## src/hw/rtl/ipv4_udp_tunnel_rx_check_assert.svh

```systemverilog
// Assertion macros used by the RTL of the tunnel receive checker.
`ifndef IPV4_UDP_TUNNEL_RX_CHECK_ASSERT_SVH
`define IPV4_UDP_TUNNEL_RX_CHECK_ASSERT_SVH

// Same-cycle implication, checked on every rising edge outside reset.
`define IUTRC_ASSERT_IMPL(lbl, clk_s, rstn_s, ante, cons, msg) \
	lbl: assert property (@(posedge clk_s) disable iff (!rstn_s) (ante) |-> (cons)) \
		else $error(msg);

// Next-cycle implication.
`define IUTRC_ASSERT_NEXT(lbl, clk_s, rstn_s, ante, cons, msg) \
	lbl: assert property (@(posedge clk_s) disable iff (!rstn_s) (ante) |=> (cons)) \
		else $error(msg);

`endif

```

## src/hw/rtl/iutrc_pkg.sv

```systemverilog
package iutrc_pkg;

	// Running sum widths: header is at most 30 words, datagram at most 32768 words
	localparam int HSUM_W = 21;
	localparam int DSUM_W = 31;

	localparam int CFG_INDEX_W = 1;

	localparam logic [15:0] TUNNEL_PORT_RESET = 16'd2152;
	localparam logic [7:0]  PROTO_UDP         = 8'd17;
	localparam logic [15:0] FRAG_MASK         = 16'h3fff;
	localparam logic [15:0] SUM_ALL_ONES      = 16'hffff;
	localparam logic [15:0] BYTE_COUNT_MAX    = 16'hffff;

	// Byte offsets of captured IPv4 header fields
	localparam logic [15:0] OFS_VER_IHL  = 16'd0;
	localparam logic [15:0] OFS_TLEN_HI  = 16'd2;
	localparam logic [15:0] OFS_TLEN_LO  = 16'd3;
	localparam logic [15:0] OFS_FRAG_HI  = 16'd6;
	localparam logic [15:0] OFS_FRAG_LO  = 16'd7;
	localparam logic [15:0] OFS_PROTOCOL = 16'd9;
	localparam logic [15:0] OFS_SRC      = 16'd12;
	localparam logic [15:0] OFS_DST      = 16'd16;
	localparam logic [15:0] OFS_HDR_MIN  = 16'd20;

	// UDP header word selects (byte offset within UDP header, bits 2:1)
	localparam logic [1:0] UDP_W_SRC  = 2'd0;
	localparam logic [1:0] UDP_W_DST  = 2'd1;
	localparam logic [1:0] UDP_W_LEN  = 2'd2;
	localparam logic [1:0] UDP_W_CSUM = 2'd3;

	typedef enum logic [CFG_INDEX_W-1:0] {
		CFG_HOST_IP     = 1'b0,
		CFG_TUNNEL_PORT = 1'b1
	} cfg_reg_t;

	typedef enum logic [3:0] {
		VERDICT_OK        = 4'd0,
		VERDICT_SHORT     = 4'd1,
		VERDICT_VER_IHL   = 4'd2,
		VERDICT_HDR_BUF   = 4'd3,
		VERDICT_TOTAL_LEN = 4'd4,
		VERDICT_HDR_SUM   = 4'd5,
		VERDICT_FRAGMENT  = 4'd6,
		VERDICT_PROTO_DST = 4'd7,
		VERDICT_UDP_LEN   = 4'd8,
		VERDICT_PORT      = 4'd9,
		VERDICT_UDP_SUM   = 4'd10
	} verdict_t;

	// Per-packet capture state
	typedef struct packed {
		logic [15:0]       byte_count;
		logic [7:0]        ver_ihl;
		logic [15:0]       total_length;
		logic [15:0]       frag_field;
		logic [7:0]        protocol;
		logic [HSUM_W-1:0] header_sum;
		logic [DSUM_W-1:0] datagram_sum;
		logic [31:0]       src_addr;
		logic [31:0]       dst_addr;
		logic [15:0]       udp_src;
		logic [15:0]       udp_dst;
		logic [15:0]       udp_len;
		logic [15:0]       udp_csum;
	} pkt_state_t;

	typedef struct packed {
		verdict_t    verdict;
		logic [31:0] source_address;
		logic [15:0] source_port;
		logic [6:0]  payload_offset;
		logic [15:0] payload_length;
	} pkt_result_t;

	// Ones'-complement fold of a 32-bit sum to 16 bits
	function automatic logic [15:0] fold16(input logic [31:0] s);
		logic [16:0] a;
		logic [16:0] b;
		a = {1'b0, s[15:0]} + {1'b0, s[31:16]};
		b = {1'b0, a[15:0]} + {16'd0, a[16]};
		return b[15:0];
	endfunction

endpackage

```

## src/hw/rtl/iutrc_judge.sv

```systemverilog
module iutrc_judge
	import iutrc_pkg::*;
(
	input  pkt_state_t  pkt,
	input  logic [31:0] host_ip,
	input  logic [15:0] tunnel_port,
	output pkt_result_t result
);

	logic [3:0]  ihl;
	logic [5:0]  hlen;
	logic [15:0] hlen16;
	logic [31:0] pseudo_sum;
	logic        bad_short, bad_ver, bad_hdr_buf, bad_tlen, bad_hsum;
	logic        bad_frag, bad_proto_dst, bad_ulen, bad_port, bad_usum;
	verdict_t    verdict;

	assign ihl    = pkt.ver_ihl[3:0];
	assign hlen   = {ihl, 2'b00};
	assign hlen16 = {10'd0, hlen};

	// UDP sum plus pseudo-header
	assign pseudo_sum = {1'b0, pkt.datagram_sum}
		+ {16'd0, pkt.src_addr[31:16]} + {16'd0, pkt.src_addr[15:0]}
		+ {16'd0, pkt.dst_addr[31:16]} + {16'd0, pkt.dst_addr[15:0]}
		+ {24'd0, PROTO_UDP} + {16'd0, pkt.udp_len};

	// Individual checks
	always_comb begin
		bad_short     = pkt.byte_count < OFS_HDR_MIN;
		bad_ver       = (pkt.ver_ihl[7:4] != 4'd4) || (ihl < 4'd5);
		bad_hdr_buf   = hlen16 > pkt.byte_count;
		bad_tlen      = ({1'b0, pkt.total_length} < ({1'b0, hlen16} + 17'd8))
			|| (pkt.total_length > pkt.byte_count);
		bad_hsum      = fold16({{(32-HSUM_W){1'b0}}, pkt.header_sum}) != SUM_ALL_ONES;
		bad_frag      = (pkt.frag_field & FRAG_MASK) != 16'd0;
		bad_proto_dst = (pkt.protocol != PROTO_UDP) || (pkt.dst_addr != host_ip);
		bad_ulen      = (pkt.udp_len < 16'd8) || (pkt.udp_len != (pkt.total_length - hlen16));
		bad_port      = pkt.udp_dst != tunnel_port;
		bad_usum      = (pkt.udp_csum != 16'd0) && (fold16(pseudo_sum) != SUM_ALL_ONES);
	end

	// First failing check wins
	always_comb begin
		if (bad_short)          verdict = VERDICT_SHORT;
		else if (bad_ver)       verdict = VERDICT_VER_IHL;
		else if (bad_hdr_buf)   verdict = VERDICT_HDR_BUF;
		else if (bad_tlen)      verdict = VERDICT_TOTAL_LEN;
		else if (bad_hsum)      verdict = VERDICT_HDR_SUM;
		else if (bad_frag)      verdict = VERDICT_FRAGMENT;
		else if (bad_proto_dst) verdict = VERDICT_PROTO_DST;
		else if (bad_ulen)      verdict = VERDICT_UDP_LEN;
		else if (bad_port)      verdict = VERDICT_PORT;
		else if (bad_usum)      verdict = VERDICT_UDP_SUM;
		else                    verdict = VERDICT_OK;
	end

	always_comb begin
		result.verdict        = verdict;
		result.source_address = pkt.src_addr;
		result.source_port    = pkt.udp_src;
		result.payload_offset = {1'b0, hlen} + 7'd8;
		result.payload_length = (verdict == VERDICT_OK) ? (pkt.udp_len - 16'd8) : 16'd0;
	end

endmodule

```

## src/hw/rtl/ipv4_udp_tunnel_rx_check.sv

```systemverilog
// Channel   Handshake             Payload
// in        in_valid/in_ready     packet_byte, last_byte
// out       out_valid/out_ready   verdict, source_address, source_port,
//                                 payload_offset, payload_length
// cfg       cfg_valid/cfg_ready   cfg_index, cfg_data
//
// One byte per cycle while in_ready is high; the header capture and both running sums update on the byte beat.
// After its last byte, a verdict passes through the snapshot register, then the result register.
// Reset clears capture state, valid flags and config registers (tunnel_port to 2152); no clearing pass.
// in_ready drops only while both the snapshot and result registers hold and out is stalled.
// cfg_ready is always high.
`include "ipv4_udp_tunnel_rx_check_assert.svh"

module ipv4_udp_tunnel_rx_check
	import iutrc_pkg::*;
(
	input  logic                   clk,
	input  logic                   arst_n,
	input  logic                   in_valid,
	output logic                   in_ready,
	input  logic [7:0]             packet_byte,
	input  logic                   last_byte,
	output logic                   out_valid,
	input  logic                   out_ready,
	output logic [3:0]             verdict,
	output logic [31:0]            source_address,
	output logic [15:0]            source_port,
	output logic [6:0]             payload_offset,
	output logic [15:0]            payload_length,
	input  logic                   cfg_valid,
	output logic                   cfg_ready,
	input  logic [CFG_INDEX_W-1:0] cfg_index,
	input  logic [31:0]            cfg_data
);

	logic [31:0] host_ip_q;
	logic [15:0] tunnel_port_q;
	pkt_state_t  work_q, work_d;
	pkt_state_t  snap_s1;
	logic        snap_valid_s1;
	pkt_result_t judge_res;
	pkt_result_t res_q;
	logic        res_valid_q;
	logic        in_beat, out_load;
	logic [15:0] pos;
	logic [5:0]  hlen;
	logic [15:0] udp_ofs;
	logic [15:0] word16;

	// Configuration registers
	assign cfg_ready = 1'b1;

	always_ff @(posedge clk or negedge arst_n) begin
		if (!arst_n) begin
			host_ip_q     <= '0;
			tunnel_port_q <= TUNNEL_PORT_RESET;
		end else if (cfg_valid) begin
			case (cfg_index)
				CFG_HOST_IP:     host_ip_q     <= cfg_data;
				CFG_TUNNEL_PORT: tunnel_port_q <= cfg_data[15:0];
				default: ;
			endcase
		end
	end

	// Handshake control
	assign out_load = snap_valid_s1 && (!res_valid_q || out_ready);
	assign in_ready = !snap_valid_s1 || out_load;
	assign in_beat  = in_valid && in_ready;

	// Per-byte capture and running sums
	assign pos    = work_q.byte_count;
	assign word16 = pos[0] ? {8'h00, packet_byte} : {packet_byte, 8'h00};

	always_comb begin
		work_d  = work_q;
		hlen    = '0;
		udp_ofs = '0;
		if (pos != BYTE_COUNT_MAX) begin
			work_d.byte_count = pos + 16'd1;
			case (pos)
				OFS_VER_IHL:  work_d.ver_ihl             = packet_byte;
				OFS_TLEN_HI:  work_d.total_length[15:8]  = packet_byte;
				OFS_TLEN_LO:  work_d.total_length[7:0]   = packet_byte;
				OFS_FRAG_HI:  work_d.frag_field[15:8]    = packet_byte;
				OFS_FRAG_LO:  work_d.frag_field[7:0]     = packet_byte;
				OFS_PROTOCOL: work_d.protocol            = packet_byte;
				default: ;
			endcase
			if (pos >= OFS_SRC && pos < OFS_DST)
				work_d.src_addr = {work_q.src_addr[23:0], packet_byte};
			else if (pos >= OFS_DST && pos < OFS_HDR_MIN)
				work_d.dst_addr = {work_q.dst_addr[23:0], packet_byte};

			// header length follows the IHL of this very byte at offset zero
			hlen = {work_d.ver_ihl[3:0], 2'b00};
			if (pos < {10'd0, hlen}) begin
				work_d.header_sum = work_q.header_sum + {{(HSUM_W-16){1'b0}}, word16};
			end else begin
				udp_ofs = pos - {10'd0, hlen};
				if (udp_ofs < 16'd8) begin
					case (udp_ofs[2:1])
						UDP_W_SRC:  work_d.udp_src  = {work_q.udp_src[7:0], packet_byte};
						UDP_W_DST:  work_d.udp_dst  = {work_q.udp_dst[7:0], packet_byte};
						UDP_W_LEN:  work_d.udp_len  = {work_q.udp_len[7:0], packet_byte};
						UDP_W_CSUM: work_d.udp_csum = {work_q.udp_csum[7:0], packet_byte};
						default: ;
					endcase
				end
				if (udp_ofs < 16'd8 || udp_ofs < work_q.udp_len)
					work_d.datagram_sum = work_q.datagram_sum
						+ {{(DSUM_W-16){1'b0}}, word16};
			end
		end
	end

	always_ff @(posedge clk or negedge arst_n) begin
		if (!arst_n) begin
			work_q <= '0;
		end else if (in_beat) begin
			work_q <= last_byte ? '0 : work_d;
		end
	end

	// Snapshot of a finished packet
	always_ff @(posedge clk) begin
		if (in_beat && last_byte) begin
			snap_s1 <= work_d;
		end
	end

	always_ff @(posedge clk or negedge arst_n) begin
		if (!arst_n) begin
			snap_valid_s1 <= 1'b0;
		end else if (in_beat && last_byte) begin
			snap_valid_s1 <= 1'b1;
		end else if (out_load) begin
			snap_valid_s1 <= 1'b0;
		end
	end

	iutrc_judge u_judge (
		.pkt         (snap_s1),
		.host_ip     (host_ip_q),
		.tunnel_port (tunnel_port_q),
		.result      (judge_res)
	);

	// Result register
	always_ff @(posedge clk) begin
		if (out_load) begin
			res_q <= judge_res;
		end
	end

	always_ff @(posedge clk or negedge arst_n) begin
		if (!arst_n) begin
			res_valid_q <= 1'b0;
		end else if (out_load) begin
			res_valid_q <= 1'b1;
		end else if (out_ready) begin
			res_valid_q <= 1'b0;
		end
	end

	assign out_valid      = res_valid_q;
	assign verdict        = res_q.verdict;
	assign source_address = res_q.source_address;
	assign source_port    = res_q.source_port;
	assign payload_offset = res_q.payload_offset;
	assign payload_length = res_q.payload_length;

	// Checks
	`IUTRC_ASSERT_IMPL(a_len_zero_on_reject, clk, arst_n, res_valid_q && (res_q.verdict != VERDICT_OK), res_q.payload_length == 16'd0, "payload length nonzero on reject")
	`IUTRC_ASSERT_NEXT(a_last_fills_snap, clk, arst_n, in_beat && last_byte, snap_valid_s1, "last byte did not fill snapshot")
	`IUTRC_ASSERT_NEXT(a_last_clears_count, clk, arst_n, in_beat && last_byte, work_q.byte_count == 16'd0, "byte count not cleared after last byte")

endmodule
```

## config.mk

```make
export PLATFORM = sky130hd
export DESIGN_NAME = ipv4_udp_tunnel_rx_check
export DESIGN_NICKNAME = d
export VERILOG_FILES = /design/src/hw/rtl/iutrc_pkg.sv /design/src/hw/rtl/iutrc_judge.sv /design/src/hw/rtl/ipv4_udp_tunnel_rx_check.sv
export VERILOG_INCLUDE_DIRS = /design/src /design/src/hw/rtl
export SDC_FILE = /design/constraint.sdc
export NUM_CORES = 1
export LEC_CHECK = 0
export BUFFER_PORTS_ARGS = -buffer_cell sky130_fd_sc_hd__buf_2
export CAP_MARGIN = 20
export CORE_MARGIN = 4
export CORE_UTILIZATION = 49
export CTS_BUF_LIST = sky130_fd_sc_hd__clkbuf_16
export CTS_CLUSTER_SIZE = 20
export DETAILED_ROUTE_END_ITERATION = 10
export GPL_TIMING_DRIVEN = 0
export PLACE_DENSITY = 0.66
export RECOVER_POWER = 50
export SLEW_MARGIN = 0
export SYNTH_ARGS = -nofsm -noshare
export SYNTH_HDL_FRONTEND = slang
export SYNTH_SLANG_ARGS = --single-unit
export TNS_END_PERCENT = 30
```

## constraint.sdc

```tcl
create_clock -name clk -period 16.2 [get_ports clk]
set_input_delay 3.24 -clock clk [delete_from_list [all_inputs] [get_ports clk]]
set_output_delay 3.24 -clock clk [all_outputs]
set_load 0.01 [all_outputs]
```

==> metrics.yaml <==
place:
  place_inst: 3840
  place_area_sq_um: 35110
  place.gp.congestion: 0.9254
  dpl.hpwl_um: 71170
  numPortBuffers: 120
timing:
  slew_viol_final: 252
  max_freq_ghz: 0.08507
  finalHoldViolCount: 0
  rsz0062_at_grt: "no"
  setup_violations: 0
  fin_hold_ws_ns: 0.4178
  period_share_pct: 72.56
  final.setup_skew_ns: 0.02833
  min_period_ns: 11.75
  slew_headroom_pct: -291.9
  worstMarginPinSlew_ns: 5.878
global_routing:
  first_global_vias: 23110
  antenna_found_initial: 1
  grt_util_all_layers_pct: 25.56
  gr-total-overflow: 0
  grt_pass1_wl_um: 139800
  grt_max_degree: 108
critical_path:
  slowest_delay_ns: 4.30
  worst-path-buf-inv: 2
  critPathKind: "primary input to asynchronous set/reset pin"
  end_kind: "asynchronous set/reset pin"
  cp-start-kind: "primary input"
  crit_cells: 2
  r2r_cells: 39
  worstReg2RegStart: "snap_s1[19]"
  r2r-end: "payload_length[7]"
  crit_end: "host_ip_q[16]"
  crit_family: "buffers and inverters"
  rrSetupSlack_ns: 5.65
  crit_arrival_ns: 11.05
  worstPathCellList: "clkbuf_1 -> clkbuf_1"
  slowest_stage: "clkbuf_1"
  cpMostUsedCell: "clkbuf_1"
  path_max_fanout: 107
  cp.required_ns: 15.49
  startpoint: "arst_n"
die:
  dieArea_sq_um: 71850
  placementRows: 95
  fp.dieW_um: 268.0
  fp.dieH_um: 268.0
  start_util_pct: 49.34
  coreArea_sq_um: 67160
  pin_count: 125
clocking:
  clock_latency_ns: 0.63
  cts_tree: "built"
  cts_sinks: 607
  cts.repair.resized: 0
  clk_pin_slew_worst_paths_ns: 0.06
  cts_root_buf: "clkbuf_16"
  cts_made_buffers: 66
  hold_buffers: 0
  post_cts.repair.setup_buffers: 0
  clock_path_buffers: 3
  htreeDepth: 3
drt:
  ant_nets: 0
  avgRoutedWirePerCell_um: 23.68
  dr_total_vias: 23750
  dr.pass1.iters: 8
  vias_per_cell: 5.991
  initialDrtViolationCount: 2160
  drcViolationCount: 0
  postRouteWirelength_um: 93870
finish:
  layout-drive-gt1-share_pct: 12.20
  final_nets: 3302
  design_area_sq_um: 37090
  finalNonFillerCells: 3964
  area_growth_pct: 11.95
  fillers: 5691
  final_util_pct: 55.23
yosys:
  ys_seq_elements: 607
  synth_top_area_cell: "edfxtp_1"
  syn_inst: 2834
  async_flop_share_pct: 48.11
  synthDistinctLibCells: 83
  yosysTopAreaCellShare_pct: 28.55
  yosysWarningCount: 0
  yosysMostFrequentCell: "edfxtp_1"
  yosys-top-cells-count: "315 x edfxtp_1, 288 x dfrtp_1, 222 x mux2_2"
  syn_area_per_cell_sq_um: 11.69
  synthFlopType: "edfxtp_1"
  seq_area_frac_synth_pct: 50.62
  synth_area_sq_um: 33130
  synth_edf_count: 315
  synth_area_leaders: "edfxtp_1 29%, dfrtp_1 22%, mux2_2 7.5%"
hold_path:
  hold_class: "flop to flop"
power_and_ir_drop:
  vdd_ir_drop_max_mv: 0.09895
  p_per_area_nw_per_um2: 137.3
  totalPowerFinal_mw: 5.094
  p_leak_nw: 15.73
outcome:
  violations: "capacitance limit, slew limit"
  outcome: "finished, violations left"
flow_run:
  drv_cap: 3
==> state kept, by name (all words and copies together), names as in the netlist <==
register,cells
source_port,16
payload_offset,5
verdict,4
work_q,226
out_valid,1
snap_s1,242
tunnel_port_q,16
payload_length,16
pos,16
snap_valid_s1,1
source_address,32
host_ip_q,32
==> logic make-up (layout without fill, tap and decap cells) <==
group	count (synthesis)	count (layout)	synth area share [%]
other	2	4	0.02267
buffers and inverters	333	588	3.855
AND/OR/NAND/NOR	674	674	10.40
AO/OA/AOI/OAI	591	591	12.82
multiplexers	224	224	7.605
flip-flops	607	607	50.62
XOR/XNOR	184	184	4.864
adder cells (fa/ha/maj)	219	219	9.810
==> area by class of cell <==
cell class / instances / area (sq um) / share of cell area (%)
Clock inverter: 54 / 446.7 / 1.204
Buffer: 121 / 480.5 / 1.295
Timing Repair Buffer: 133 / 711.9 / 1.919
Clock buffer: 68 / 1702 / 4.587
Tap cell: 873 / 1092 / 2.945
Multi-Input combinational cell: 1895 / 15090 / 40.69
Antenna cell: 1 / 2.502 / 0.006746
Inverter: 212 / 795.8 / 2.145
Sequential cell: 607 / 16770 / 45.21
==> worst min path at each step <==
stage / from / endpoint / slack [ns] / cells past startpoint
floorplan: snap_s1[48] / source_port[0] / 0.40 / 0
finish: snap_s1[53] / source_port[5] / 0.42 / 0
global placement: snap_s1[54] / source_port[6] / 0.41 / 0
global route: snap_s1[59] / source_port[11] / 0.42 / 0
detailed placement: snap_s1[52] / source_port[4] / 0.40 / 0
CTS: snap_s1[53] / source_port[5] / 0.42 / 0
==> report_power, final <==
part           internal, mW  switching (mW)
sequential             1.73          0.0695
combinational         0.692            1.11
clock                 0.840           0.647
total                  3.26            1.83
==> worst register-to-register path, delay by kind of cell (launching register included) <==
family	cells	cell delay, ns
AOI/OAI and AO/OA	18	4.45
xor gates and xnor gates	1	0.13
adders and majority gates	9	3.22
buffers and inverters	3	0.51
DFF	1	0.59
and+or+nand+nor	8	1.39
==> layout by cell type (no fill, tap or decap), types with 41 or more instances in the layout <==
| master | count |
|---|---|
| nor2_1 | 129 |
| nand2_1 | 198 |
| clkbuf_16 | 68 |
| dfrtp_1 | 288 |
| inv_1 | 226 |
| o21ai_0 | 137 |
| ha_1 | 151 |
| nor4_1 | 41 |
| buf_2 | 43 |
| a21oi_1 | 62 |
| nor3_1 | 44 |
| a22o_1 | 176 |
| edfxtp_1 | 315 |
| clkbuf_1 | 190 |
| xor2_1 | 71 |
| fa_1 | 68 |
| mux2_2 | 182 |
| xnor2_1 | 113 |
| nand3_1 | 55 |
==> layer usage <==
layer  global-route usage [%]  vias to the layer above  wire length (um)
li1                         -                    10780                 -
met5                        0                        -                16
met1                    36.73                    11950             41490
met2                    40.25                      836             43320
met4                    8.720                        2              3451
met3                    3.662                      186              5593
==> metrics by stage <==
stage / setup TNS, ns / setup WS, ns
after floorplan: 0 / 1.394
after global placement: -1034.06 / -4.305
after detailed placement: 0 / 5.853
after CTS: 0 / 5.807
after global routing: 0 / 2.583
final: 0 / 4.445
Note: power is estimated with default switching activity, not from simulation.
